`src/rtl/series_min_median_max_top_assert.svh`:
```
// Assertion macros for the series summary block.
// Used by files that include this header; expects clk and arst_n in scope.
`ifndef SERIES_MIN_MEDIAN_MAX_TOP_ASSERT_SVH
`define SERIES_MIN_MEDIAN_MAX_TOP_ASSERT_SVH

// Same-cycle implication, disabled during reset.
`define SMM_ASSERT_NOW(label, ante, cons, msg) \
	label: assert property (@(posedge clk) disable iff (!arst_n) (ante) |-> (cons)) \
		else $error(msg);

// Next-cycle implication, disabled during reset.
`define SMM_ASSERT_NEXT(label, ante, cons, msg) \
	label: assert property (@(posedge clk) disable iff (!arst_n) (ante) |=> (cons)) \
		else $error(msg);

`endif

```
`src/rtl/smm_pkg.sv`:
```
// Shared types and constants for the series summary block.
// No dependencies; the interfaces, adder, top level and verification files import it.
package smm_pkg;

	localparam int SMP_W           = 64;
	localparam int THR_W           = 9;
	localparam int SEEN_W          = 9;
	localparam int SUM_W           = SMP_W + 1;
	localparam int MAX_SAMPLES_DEF = 256;
	localparam logic [THR_W-1:0] THR_RESET = 9'd10;

	typedef enum logic [1:0] {
		KIND_ZERO   = 2'd0,
		KIND_EQUAL  = 2'd1,
		KIND_MINMAX = 2'd2,
		KIND_MEDIAN = 2'd3
	} kind_t;

	typedef enum logic [1:0] {
		ALU_CMP,
		ALU_ADD,
		ALU_HALF
	} alu_op_t;

	typedef enum logic [3:0] {
		ST_IDLE,
		ST_CMP,
		ST_PUT,
		ST_SUM_LO,
		ST_SUM_HI,
		ST_SUM_MA,
		ST_SUM_MB,
		ST_MEAN_ADD,
		ST_MEAN_HALF,
		ST_EMIT
	} state_t;

endpackage

```
`src/rtl/smm_alu.sv`:
```
// Shared 65-bit adder: signed compare, middle sum, and halving toward zero.
// Depends on smm_pkg for the operation codes.
module smm_alu import smm_pkg::*; (
	input  alu_op_t          op,
	input  logic [SUM_W-1:0] a,
	input  logic [SUM_W-1:0] b,
	output logic [SUM_W-1:0] res
);

	logic [SUM_W-1:0] x;
	logic [SUM_W-1:0] y;
	logic             cin;

	always_comb begin
		case (op)
			ALU_CMP: begin
				// b - a; sign bit set means a > b
				x   = b;
				y   = ~a;
				cin = 1'b1;
			end
			ALU_ADD: begin
				x   = a;
				y   = b;
				cin = 1'b0;
			end
			ALU_HALF: begin
				// bias a negative sum by one so the shift truncates toward zero
				x   = a;
				y   = '0;
				cin = a[SUM_W-1];
			end
			default: begin
				x   = a;
				y   = b;
				cin = 1'b0;
			end
		endcase
		res = x + y + SUM_W'(cin);
	end

endmodule

```
`config.mk`:
```
export PLATFORM = sky130hd
export DESIGN_NAME = smm_alu
export DESIGN_NICKNAME = d
export VERILOG_FILES = /design/src/rtl/series_min_median_max_top_assert.svh /design/src/rtl/smm_pkg.sv /design/src/rtl/smm_alu.sv
export SDC_FILE = /design/constraint.sdc
export NUM_CORES = 1
export LEC_CHECK = 0
export BUFFER_PORTS_ARGS = -buffer_cell sky130_fd_sc_hd__buf_2
export CAP_MARGIN = 10
export CORE_UTILIZATION = 40
export DETAILED_ROUTE_END_ITERATION = 12
export PLACE_DENSITY = 0.67
export SYNTH_ARGS = -nofsm -noshare
export SYNTH_HDL_FRONTEND = slang
export SYNTH_SLANG_ARGS = --single-unit
```
`constraint.sdc`:
```
create_clock -name vclk -period 4.3
set_clock_uncertainty 0.05 [all_clocks]
set_input_delay 0.215 -clock vclk [all_inputs]
set_output_delay 0.215 -clock vclk [all_outputs]
set_load 0.1 [all_outputs]
```
Word level (Yosys, flattened, before mapping). Cells that the tools add are included.

Add/subtract/negate cells: 2. Equal/unequal tests: 1. Muxes and demuxes: 3. Bitwise gates (word level): 1. Reductions and logical operators: 1.

Operators with widths (count): 65-bit one-hot mux with 2 select lines (1); 65-bit by 1-bit adder with 65-bit output (1); 65-bit adder (1); 65-bit 2-to-1 mux (1); 65-bit NOT (1); 2-bit equality test, second input constant (1); 2-bit logical NOT (1); 1-bit one-hot mux with 2 select lines (1).

Flip-flop bits (word level): 0. Output and inout bits: 65.

Depth between registers and ports, before layout.
Word-level depth: 4. Mapped depth: 16.

Worst setup path before layout. Ideal clock, no wire load.

Path type: input to output. Start point: input op[1]. End point: output res[52]. Arrival: 5.585 ns. Required time: 4.035 ns. Setup slack: -1.550 ns. Stages: 15. Path buffers: 1. Path through: or2_2 -> clkbuf_1 -> mux2i_1 -> fa_1 -> inv_1 -> fa_1 -> a211oi_1 -> o211ai_1 -> a211oi_1 -> a221oi_1 -> o2111ai_1 -> a21oi_1 -> o21ai_1 -> nand2_1 -> a311oi_1.

Cells in the longest elaborated chain, start to end: 4. Elaborated cells on any way between the ends: 7.

Ends and longest elaborated chain: start: declaration (RTL line smm_alu.sv:4) `input alu_op_t op,`; 2-bit equality test / 2-bit logical NOT (equally long branches) (RTL line smm_alu.sv:15) `case (op)`; 65-bit one-hot mux with 2 select lines / 65-bit 2-to-1 mux (equally long branches) (RTL line smm_alu.sv:15); 65-bit adder (RTL line smm_alu.sv:39) `res = x + y + SUM_W'(cin);`; 65-bit by 1-bit adder with 65-bit output (*) (RTL line smm_alu.sv:39); end: declaration (RTL line smm_alu.sv:7) `output logic [SUM_W-1:0] res`.

Every way passes the cells marked *; elsewhere a longest branch is shown, timed or not.

Final worst setup path. Ends and elaborated chain as after synthesis.

==> impl_metrics.ini <==
[run_status]
status = finished, final reports clean

[sta]
fmax_mhz = 243.6
tightest_slew_ns = 0.5731
hold_viol_final = 0
drv_slew = 0
timing.final.crit_share_pct = 95.45
rsz0062_at_grt = yes
setup_viol = 0
slew_headroom_pct = 61.39
fin_crit_ns = 4.104
setup_tns_ns = 0

[clocking]
hold_buffers = 0
post_cts_buffers = 0

[logic_synthesis]
synth_top_area_share_pct = 23.17
synth_cell_types = 57
synth_largest_area_cell = nand2_1
synthCells = 920
synth_simple_gate_area_share_pct = 35.33
yosysSeqAreaShare_pct = 0
synth_fa_ha_area_share_pct = 16.08
synth_top_family_by_area = simple AND/OR/NAND/NOR gates
muxShareOfSynthArea_pct = 0.4128
syn_area_per_cell_um2 = 5.600
yosys_warnings = 0
synth_area_leaders = nand2_1 23%, ha_1 15%, o21ai_0 10%
syn_nets = 1117
synth_compound_area_share_pct = 33.22
netlist_area_um2 = 5152
synth_xor_area_share_pct = 10.20

[global_route]
grt_max_degree = 78
antenna_found_initial = 0
grt_overflow = 0
grt_pass1_wl_um = 27970
grt_pass1_vias = 5995
grt_util_all_layers_pct = 25.17

[floorplanning]
die_x_um = 115.5
initial_core_util_pct = 41.00
die_area_um2 = 13340
die_h_um = 115.5
pin_count = 197
coreArea_um2 = 12570
num_rows = 41

[routing]
firstDrtPassIters = 5
via_per_inst = 5.340
ant_nets = 0
vias = 6798
route.final.wire_length_um = 17250
first_iter_violations = 499
wire_per_inst_um = 13.55
drc_errors = 0

[final_layout]
seq_cells = 0
seqCellArea_um2 = 0
clkbuf_count = 0
design_area_um2 = 7604
stdcell_count = 1273
drive_gt1_share_pct = 25.61
diodes = 0
fin_nets = 1300
area_delta_synth_final_pct = 47.57

[placed_design]
port_buffers = 197
place_inst = 1273
place_area_um2 = 7576
hpwlAfterDp_um = 14640
routabilityCongestion = 0.8993

[pwr]
total_power_mw = 3.339
ir_worst_vdd_uv = 269.3
leakagePower_nw = 3.876
pwr_density_cell_nw_per_um2 = 439.2

[worst_setup_path]
crit_arrival_ns = 3.84
crit_required_ns = 4.03
critPathKind = input pin to output pin
start_kind = input pin
path_max_fanout = 5
endpoint_kind = output pin

[run]
cap_violations = 0

[worst_hold_path]
min_path_type = input pin to output pin
## where the power goes
part | internal (mW) | switching (mW) | total, mW
clock | 0 | 0 | 0
combinational | 1.11 | 2.23 | 3.34
sequential | 0 | 0 | 0
total | 1.11 | 2.23 | 3.34
## per-stage QoR
stage	utilization [%]	setup WS, ns	hold slack (ns)
after global placement	60.28	0.09852	0.9782
after detailed placement	60.28	0.01570	0.9907
after global routing	60.50	0.007460	1.002
final	60.50	0.1956	0.9894
after CTS	60.31	0.04091	0.9949
after floorplan	-	-0.07473	0.8813
## per-layer routing
layer	track usage [%]	vias up	part of all wire (%)
li1	-	3557	-
met1	38.65	3036	51
met2	40.76	201	44
met3	0.8368	4	5.2
met4	0.8658	0	0.28
met5	0	-	0
## synthesized netlist by cell type (all sizes together) (2+ instances only)
| cell | instances |
|---|---|
| nor4 | 3 |
| o211ai | 6 |
| or4 | 2 |
| o21bai | 15 |
| a2111oi | 3 |
| nand4 | 19 |
| nor3 | 10 |
| or2 | 2 |
| nand3 | 11 |
| buf | 2 |
| xnor2 | 34 |
| nand2 | 320 |
| ha | 63 |
| a21oi | 93 |
| o41ai | 2 |
| fa | 2 |
| clkbuf | 45 |
| o21a | 8 |
| o21ai | 109 |
| inv | 18 |
| or3 | 2 |
| xor2 | 26 |
| nor2b | 5 |
| a31oi | 4 |
| nor2 | 52 |
| a21boi | 3 |
| a211oi | 8 |
| nand2b | 6 |
| a211o | 4 |
| a311oi | 2 |
| a21o | 22 |
| and4 | 2 |
## logic make-up (layout without fill, tap and decap cells)
family                   Yosys count  count (layout)
AO/OA/AOI/OAI                    288             288
XOR/XNOR                          60              60
adder cells (fa/ha/maj)           65              65
buffers and inverters             65             246
multiplexers                       2               2
AND/OR/NAND/NOR                  440             440
## placed cells by master (no fill, tap or decap), types with 5 or more instances in the layout
master / instances
nand2_1: 317
buf_2: 143
o21ai_0: 105
a21oi_1: 90
ha_1: 63
buf_12: 57
nor2_1: 51
buf_4: 28
a21o_1: 22
xnor2_2: 20
nand4_1: 19
inv_1: 18
xor2_1: 17
o21bai_1: 15
xnor2_1: 13
nand3_1: 11
nor3_1: 10
o21a_1: 8
xor2_2: 7
o211ai_1: 6
nand2b_1: 6
nor2b_1: 5
a211oi_1: 5
## worst max-delay path, stage by stage
cell	delay [ns]
buf_2	0.11
or2_4	0.29
mux2i_1	0.21
fa_1	0.21
inv_1	0.05
fa_1	0.43
a211oi_2	0.27
o211ai_1	0.20
a211oi_2	0.36
a221oi_2	0.14
o2111ai_2	0.27
a21oi_2	0.13
o21ai_4	0.22
nand2_2	0.16
a311oi_4	0.35
buf_12	0.21
## path summary, 6_finish.rpt
path,start,endpoint,slack [ns],depth (start not counted)
setup / recovery,op[1],res[52],0.20,16
hold / removal,a[64],res[64],0.99,4
## layout make-up
| type | instances | area [um^2] |
|---|---|---|
| Multi-Input combinational cell | 855 | 5254 |
| Fill cell | 1236 | 4965 |
| Timing Repair Buffer | 228 | 2067 |
| Tap cell | 172 | 215.2 |
| Inverter | 18 | 67.56 |
## repair_timing
| item | in CTS | in global routing |
|---|---|---|
| endpoints found under the hold margin | 0 | 0 |
| pin swaps | 0 | 5 |
| endpoints found under the setup margin | 1 | 6 |
| gates resized for setup | 1 | 4 |
(Power assumes the default switching activity.)
